## src/rtl/core/mcs51dm_pkg.sv

```systemverilog
package mcs51dm_pkg;

  typedef enum logic [1:0] {
    OP_BYTE_RD = 2'd0,
    OP_BYTE_WR = 2'd1,
    OP_BIT_RD  = 2'd2,
    OP_BIT_WR  = 2'd3
  } op_t;

  typedef struct packed {
    op_t        op;
    logic [7:0] addr;
    logic [7:0] wdata;
  } in_beat_t;

  typedef struct packed {
    logic [7:0] rdata;
    logic       bit_value;
    logic       mapped;
  } out_beat_t;

  localparam int unsigned SFR_COUNT = 21;
  localparam int unsigned SfrIdxW   = 5;

  localparam logic [7:0] BIT_RAM_BASE  = 8'h20;
  localparam logic [7:0] BIT_SFR_MASK  = 8'hF8;
  localparam logic [7:0] UNMAPPED_BYTE = 8'hFF;

  typedef struct packed {
    logic               hit;
    logic [SfrIdxW-1:0] idx;
  } sfr_sel_t;

  typedef struct packed {
    logic       en;
    logic [7:0] data;
  } sfr_wr_t;

  typedef struct packed {
    logic       hit;
    logic [7:0] rdata;
  } sfr_rsp_t;

  function automatic sfr_sel_t sfr_lookup(logic [7:0] a);
    sfr_sel_t s;
    s.hit = 1'b1;
    s.idx = '0;
    unique case (a)
      8'h80: s.idx = 5'd0;   // P0
      8'h81: s.idx = 5'd1;   // SP
      8'h82: s.idx = 5'd2;   // DPL
      8'h83: s.idx = 5'd3;   // DPH
      8'h87: s.idx = 5'd4;   // PCON
      8'h88: s.idx = 5'd5;   // TCON
      8'h89: s.idx = 5'd6;   // TMOD
      8'h8A: s.idx = 5'd7;   // TL0
      8'h8B: s.idx = 5'd8;   // TL1
      8'h8C: s.idx = 5'd9;   // TH0
      8'h8D: s.idx = 5'd10;  // TH1
      8'h90: s.idx = 5'd11;  // P1
      8'h98: s.idx = 5'd12;  // SCON
      8'h99: s.idx = 5'd13;  // SBUF
      8'hA0: s.idx = 5'd14;  // P2
      8'hA8: s.idx = 5'd15;  // IE
      8'hB0: s.idx = 5'd16;  // P3
      8'hB8: s.idx = 5'd17;  // IP
      8'hD0: s.idx = 5'd18;  // PSW
      8'hE0: s.idx = 5'd19;  // ACC
      8'hF0: s.idx = 5'd20;  // B
      default: s.hit = 1'b0;
    endcase
    return s;
  endfunction

endpackage

```

## src/rtl/core/mcs51dm_sfr_file.sv

```systemverilog
module mcs51dm_sfr_file (
  input  logic                 clk,
  input  logic                 rst_n,
  input  logic [7:0]           addr,
  input  mcs51dm_pkg::sfr_wr_t wr,
  output mcs51dm_pkg::sfr_rsp_t rsp
);

  logic [7:0] regs_r [mcs51dm_pkg::SFR_COUNT];
  mcs51dm_pkg::sfr_sel_t sel;

  assign sel = mcs51dm_pkg::sfr_lookup(addr);

  always_comb begin
    rsp.hit   = sel.hit;
    rsp.rdata = sel.hit ? regs_r[sel.idx] : 8'h00;
  end

  always_ff @(posedge clk) begin
    if (!rst_n) begin
      for (int i = 0; i < int'(mcs51dm_pkg::SFR_COUNT); i++) begin
        regs_r[i] <= 8'h00;
      end
    end else if (wr.en && sel.hit) begin
      regs_r[sel.idx] <= wr.data;
    end
  end

endmodule

```

## src/rtl/core/mcs51_data_memory_bit_access_core.sv

```systemverilog
// channel   ports                          beat
// input     in_valid / in_stall / in_data   op, addr, wdata
// result    out_valid / out_stall / out_data rdata, bit_value, mapped
//
// one beat per cycle sustained while out_stall is low; each beat passes the registered
// read port of the general ram and the decode stage registers, then the result register
// bit writes are read-modify-write; back-to-back hits on one ram byte are forwarded
// reset clears the special registers and the pipeline; general ram is not cleared
// out_stall holds the result register and the decode stage; in_stall rises only
// when both are full
module mcs51_data_memory_bit_access_core #(
  parameter int unsigned GENERAL_BYTES = 128
) (
  input  logic                   clk,
  input  logic                   rst_n,
  input  logic                   in_valid,
  output logic                   in_stall,
  input  mcs51dm_pkg::in_beat_t  in_data,
  output logic                   out_valid,
  input  logic                   out_stall,
  output mcs51dm_pkg::out_beat_t out_data
);

  localparam int unsigned RamAw    = $clog2(GENERAL_BYTES);
  localparam logic [8:0]  RamLimit = 9'(GENERAL_BYTES);

  // input stage decode: byte that the access touches
  logic [7:0] in_byte;
  logic       accept;

  always_comb begin
    if (in_data.op == mcs51dm_pkg::OP_BIT_RD || in_data.op == mcs51dm_pkg::OP_BIT_WR) begin
      if (in_data.addr[7]) begin
        in_byte = in_data.addr & mcs51dm_pkg::BIT_SFR_MASK;
      end else begin
        in_byte = mcs51dm_pkg::BIT_RAM_BASE + {3'b000, in_data.addr[7:3]};
      end
    end else begin
      in_byte = in_data.addr;
    end
  end

  // stage 1 registers
  logic                  s1_valid_r, s1_valid_nxt;
  mcs51dm_pkg::in_beat_t s1_beat_r;
  logic [7:0]            s1_byte_r;
  logic                  s1_go;

  logic [7:0] ram_mem [GENERAL_BYTES];
  logic [7:0] ram_q_r;

  logic             ram_we;
  logic [RamAw-1:0] ram_widx;
  logic [7:0]       ram_wdata;

  logic             wb_valid_r;
  logic [RamAw-1:0] wb_idx_r;
  logic [7:0]       wb_data_r;

  logic                   out_valid_r;
  mcs51dm_pkg::out_beat_t out_data_r, result;

  assign s1_go    = !out_valid_r || !out_stall;
  assign in_stall = s1_valid_r && !s1_go;
  assign accept   = in_valid && !in_stall;

  always_comb begin
    if (accept) begin
      s1_valid_nxt = 1'b1;
    end else if (s1_go) begin
      s1_valid_nxt = 1'b0;
    end else begin
      s1_valid_nxt = s1_valid_r;
    end
  end

  always_ff @(posedge clk) begin
    if (!rst_n) begin
      s1_valid_r <= 1'b0;
    end else begin
      s1_valid_r <= s1_valid_nxt;
    end
  end

  always_ff @(posedge clk) begin
    if (accept) begin
      s1_beat_r <= in_data;
      s1_byte_r <= in_byte;
    end
  end

  always_ff @(posedge clk) begin
    if (ram_we) begin
      ram_mem[ram_widx] <= ram_wdata;
    end
    if (accept) begin
      ram_q_r <= ram_mem[in_byte[RamAw-1:0]];
    end
  end

  // stage 1 evaluate
  mcs51dm_pkg::sfr_wr_t  sfr_wr;
  mcs51dm_pkg::sfr_rsp_t sfr_rsp;

  mcs51dm_sfr_file u_sfr (
    .clk   (clk),
    .rst_n (rst_n),
    .addr  (s1_byte_r),
    .wr    (sfr_wr),
    .rsp   (sfr_rsp)
  );

  logic             ram_hit;
  logic [RamAw-1:0] s1_idx;
  logic [7:0]       ram_val, cur_byte, bit_mask, new_byte;
  logic             bit_ok, do_write, fire;
  logic [7:0]       wr_byte;

  assign s1_idx  = s1_byte_r[RamAw-1:0];
  assign ram_hit = ({1'b0, s1_byte_r} < RamLimit);
  assign fire    = s1_valid_r && s1_go;

  always_comb begin
    // last ram write lands the same edge the next beat reads ram
    ram_val  = (wb_valid_r && wb_idx_r == s1_idx) ? wb_data_r : ram_q_r;
    cur_byte = sfr_rsp.hit ? sfr_rsp.rdata
             : (ram_hit ? ram_val : mcs51dm_pkg::UNMAPPED_BYTE);
    bit_ok   = !s1_beat_r.addr[7] || sfr_rsp.hit;
    bit_mask = 8'b0000_0001 << s1_beat_r.addr[2:0];
    new_byte = s1_beat_r.wdata[0] ? (cur_byte | bit_mask) : (cur_byte & ~bit_mask);

    result   = '0;
    do_write = 1'b0;
    wr_byte  = s1_beat_r.wdata;
    unique case (s1_beat_r.op)
      mcs51dm_pkg::OP_BYTE_RD: begin
        result.rdata  = cur_byte;
        result.mapped = sfr_rsp.hit || ram_hit;
      end
      mcs51dm_pkg::OP_BYTE_WR: begin
        result.mapped = sfr_rsp.hit || ram_hit;
        do_write      = 1'b1;
      end
      mcs51dm_pkg::OP_BIT_RD: begin
        result.bit_value = bit_ok ? cur_byte[s1_beat_r.addr[2:0]] : 1'b1;
        result.mapped    = bit_ok;
      end
      mcs51dm_pkg::OP_BIT_WR: begin
        result.mapped = bit_ok;
        do_write      = bit_ok;
        wr_byte       = new_byte;
      end
      default: begin
        result = '0;
      end
    endcase

    sfr_wr.en   = fire && do_write && sfr_rsp.hit;
    sfr_wr.data = wr_byte;
    ram_we      = fire && do_write && !sfr_rsp.hit && ram_hit;
    ram_widx    = s1_idx;
    ram_wdata   = wr_byte;
  end

  always_ff @(posedge clk) begin
    if (!rst_n) begin
      wb_valid_r <= 1'b0;
    end else if (ram_we) begin
      wb_valid_r <= 1'b1;
    end
  end

  always_ff @(posedge clk) begin
    if (ram_we) begin
      wb_idx_r  <= ram_widx;
      wb_data_r <= ram_wdata;
    end
  end

  // result register
  always_ff @(posedge clk) begin
    if (!rst_n) begin
      out_valid_r <= 1'b0;
    end else if (fire) begin
      out_valid_r <= 1'b1;
    end else if (!out_stall) begin
      out_valid_r <= 1'b0;
    end
  end

  always_ff @(posedge clk) begin
    if (fire) begin
      out_data_r <= result;
    end
  end

  assign out_valid = out_valid_r;
  assign out_data  = out_data_r;

  a_fire_fills_out : assert property (@(posedge clk) disable iff (!rst_n)
    fire |=> out_valid_r)
    else $error("decode stage advanced without filling the result register");

  a_stall_only_full : assert property (@(posedge clk) disable iff (!rst_n)
    in_stall |-> (s1_valid_r && out_valid_r && out_stall))
    else $error("input stalled while the pipeline had room");

  a_one_target : assert property (@(posedge clk) disable iff (!rst_n)
    !(ram_we && sfr_wr.en))
    else $error("ram and special register written by one beat");

  a_write_needs_beat : assert property (@(posedge clk) disable iff (!rst_n)
    (ram_we || sfr_wr.en) |-> (s1_valid_r && s1_go))
    else $error("storage written without a beat leaving decode");

endmodule
```

## config.mk

```make
export PLATFORM = sky130hd
export DESIGN_NAME = mcs51_data_memory_bit_access_core
export DESIGN_NICKNAME = d
export VERILOG_FILES = /design/src/rtl/core/mcs51dm_pkg.sv /design/src/rtl/core/mcs51dm_sfr_file.sv /design/src/rtl/core/mcs51_data_memory_bit_access_core.sv
export SDC_FILE = /design/constraint.sdc
export NUM_CORES = 1
export LEC_CHECK = 0
export ABC_AREA = 1
export CELL_PAD_IN_SITES_DETAIL_PLACEMENT = 1
export CELL_PAD_IN_SITES_GLOBAL_PLACEMENT = 2
export CORE_MARGIN = 2
export CORE_UTILIZATION = 25
export DETAILED_ROUTE_END_ITERATION = 6
export DONT_BUFFER_PORTS = 1
export PLACE_DENSITY = 0.59
export SLEW_MARGIN = 20
export SYNTH_ARGS = -nofsm -noshare
export SYNTH_HDL_FRONTEND = slang
export SYNTH_HIERARCHICAL = 1
export SYNTH_SLANG_ARGS = --single-unit
```

## constraint.sdc

```tcl
create_clock -name clk -period 9.5 [get_ports clk]
set_input_delay 1.9 -clock clk [delete_from_list [all_inputs] [get_ports clk]]
set_output_delay 1.9 -clock clk [all_outputs]
set_load 0.01 [all_outputs]
```

==> impl_metrics.toml <==
[logic_synthesis]
synth.area.top_cells = "edfxtp_1, nand2_1, nand3_1"
yosysWarnings = 6
seq_area_frac_synth_pct = 67.38
synth_top_area_share_pct = 67.27
share_of_async_settable_or_async_resettable_flops_after_synthesis_pct = 0
synth_common_cells = "nand2_1, edfxtp_1, nand3_1"
synthCells = 5493
synth-edff-count = 1270
yosys.cell_count.top_type = "nand2_1"
netlist_area_um2 = 56690
synth_largest_area_cell = "edfxtp_1"
ys.flop_type = "edfxtp_1"
ys_ff_latch = 1273
synth_area_per_cell_um2 = 10.32
netlist-cell-type-count = 37

[layout]
share_of_layout_cells_above_drive_strength_1_pct = 6.655
finish.utilization_pct = 28.76
final_nets = 5421
area_growth_pct = 14.21
design_area_um2 = 64740

[grt]
grt_remaining_overflow = 0
grt_pass1_wl_mm = 284.9
via_count_of_the_first_global_routing_pass = 40560
grt_max_degree = 175
grt_util_all_layers_pct = 16.61
antenna_violations_before_repair = 6

[drt]
post_drt_via_cell_ratio = 4.652
post_drt_wl_per_cell_um = 22.70
drt_iter0_drc = 2748
drtAntennaViolNets = 0
detail_route.drc_violations = 0
via_count = 39590
drt_wl_total_mm = 193.2
firstDrtPassIters = 5

[placed_design]
dp.final_hpwl_mm = 111.6
placedInstanceArea_um2 = 59880
port_buffers = 0
place_congestion = 0.7788

[clock_tree]
cts_htree_levels = 4
post_cts_repair_setup_buffers = 0
numClockSinks = 1273
clock_tree.root_cell = "clkbuf_16"
clock_insertion_delay_at_the_later_pin_of_the_skew_report_ns = 0.80
tritoncts = "yes"
post_cts_resized = 0
cts_made_buffers = 153
clk_transition_reported_paths_ns = 0.06
cts_hold_repair.buffers = 0
cts_buffer_depth = 3

[power_and_ir_drop]
power.ir.vdd_worst_mv = 0.1658
power.density_nw_per_um2 = 207.1
cellLeakagePower_uw = 0.02486
fin_total_pwr_uw = 13410

[timing]
ratio_of_final_minimum_period_to_clock_period_pct = 68.53
grt_setup_unrepaired = "no"
maxClockFrequency_mhz = 153.6
fin_setup_tns_ns = 0
maxSlewViolCount = 0
worst_clock_skew_ns = 0.03817
final_hold_vio_count = 0
period_needed_ns = 6.510
timing.slew.headroom_pct = 26.65
tightestPinTransition_ns = 1.099
report.final.setup_viol = 0

[floorplanning]
die-area_um2 = 230600
initial_utilization_pct = 25.18
die_width_um = 480.2
pin_count = 34
rows = 174
die-height_um = 480.2
floorplan_core_area_um2 = 225100

[min_path]
worstHoldStart = "s1_valid_r$_SDFFE_PN0P_"
count_of_cells_along_the_worst_hold_path = 2
hp-class = "reg -> reg"
hold-path-endpoint = "out_valid$_SDFFE_PN0P_"

[critical_path]
timing.reg2reg.worst_path_depth = 18
regToRegStartpoint = "s1_byte_r[2]$_DFFE_PP_"
start_kind = "flop"
worstSetupPathType = "reg -> reg"
crit_end_element = "flop"
worstPathArrival_ns = 6.93
critical_path_required_ns = 9.92
r2r-end = "ram_mem[86][2]$_DFFE_PP_"
setup.reg_to_reg.worst_slack_ns = 2.99
critPathMaxFanout = 28

[run]
cap_viol_max_count = 0

[outcome]
run_status = "completed"
-- cells by family (layout without fill, tap and decap cells) --
kind of cell	Yosys count	in the layout	share of synthesized area (%)
other	1	28	0.006615
buffers and inverters	698	697	5.037
AND/OR/NAND/NOR	3456	3456	26.90
flip-flops	1273	1273	67.38
AO/OA/AOI/OAI	65	65	0.6754
-- where the power goes --
group	switching, uW	leakage, uW	internal [uW]
clock network	2380	0.00237	3410
logic	1000	0.0108	258
registers	26.7	0.0117	6330
total	3410	0.0249	10000
-- per-layer routing --
metal | part of all wire [%] | track usage, % | vias to the layer above
met5 | 0 | 0 | -
met4 | 2.3 | 4.245 | 0
met3 | 4.2 | 2.612 | 239
met2 | 45 | 26.09 | 753
met1 | 48 | 23.76 | 20160
li1 | - | - | 18430
-- critical path, stage by stage (launching register included) --
cell	delay (ns)
edfxtp_1	0.64
inv_1	0.13
nand2_2	0.14
nor2_2	0.08
nand2_1	0.08
nand2_1	0.09
nor2_4	0.30
buf_4	0.42
nand3_4	0.12
nor2_1	0.55
nand3b_4	0.29
nor2_1	0.50
inv_1	0.08
nor2_1	0.12
buf_4	0.25
inv_1	0.10
nor2_1	0.34
nand3_2	0.90
nor2_1	0.93
-- final cells by class --
| cell class | count | area [um2] |
|---|---|---|
| multi-input cells | 3545 | 15920 |
| clock inverters | 79 | 760.7 |
| flip-flops and latches | 1273 | 38200 |
| diodes | 4 | 10.01 |
| inverters | 360 | 1361 |
| well taps | 2992 | 3744 |
| fillers | 25290 | 160400 |
| repair buffers | 66 | 658.1 |
| clock buffers | 192 | 4090 |
-- placed cells by master (no fill, tap or decap), types with 2 or more instances in the layout --
master / instances
nor3_1: 5
nand2_2: 8
clkinv_1: 36
clkbuf_8: 3
inv_2: 8
nor2_2: 7
o211ai_1: 8
o21ai_4: 3
inv_6: 7
nor2_1: 422
buf_4: 53
nand3_2: 8
clkbuf_16: 157
bufinv_16: 14
dfxtp_1: 3
buf_12: 13
o21ai_0: 31
a21oi_1: 8
conb_1: 24
nand2_1: 1729
or2_2: 10
clkinv_2: 20
clkinvlp_4: 3
nand3_1: 1062
nand2_4: 28
o22ai_1: 8
nand3b_1: 117
edfxtp_1: 1270
diode_2: 4
nand2_8: 4
inv_1: 347
o311ai_0: 4
nor2_8: 5
nand4_1: 39
clkbuf_1: 32
nor2_4: 8
clkinv_8: 2
-- sequential cells by signal, indices dropped and copies added (netlist names), 7 cells and up --
name          cells
s1_beat_r        14
wb_idx_r          7
wb_data_r         8
out_data         10
u_sfr/regs_r    192
s1_byte_r         7
ram_q_r           8
ram_mem        1024
-- how the worst max path moves through the flow --
stage | from | endpoint | slack [ns] | cells after the start
2_1_floorplan | s1_byte_r[2]$_DFFE_PP_ | ram_mem[0][0]$_DFFE_PP_ | 2.82 | 20
3_3_place_gp | s1_byte_r[2]$_DFFE_PP_ | ram_mem[118][0]$_DFFE_PP_ | 3.09 | 18
3_5_place_dp | s1_byte_r[2]$_DFFE_PP_ | ram_mem[86][7]$_DFFE_PP_ | 2.91 | 18
4_1_cts | s1_byte_r[2]$_DFFE_PP_ | ram_mem[86][2]$_DFFE_PP_ | 2.85 | 18
5_1_grt | s1_byte_r[2]$_DFFE_PP_ | ram_mem[86][2]$_DFFE_PP_ | 2.49 | 18
6_report | s1_byte_r[2]$_DFFE_PP_ | ram_mem[86][2]$_DFFE_PP_ | 2.99 | 18
-- per-stage QoR --
stage          hold WS (ns)  std cells  setup slack, ns
5_1_grt              0.5361       8508            2.487
2_1_floorplan        0.4543       5516            2.824
6_report             0.4966       8511            2.990
3_5_place_dp         0.4966       8236            2.913
3_3_place_gp         0.4739       8236            3.091
4_1_cts              0.5055       8507            2.849
Power figures use the tool's default switching activity.
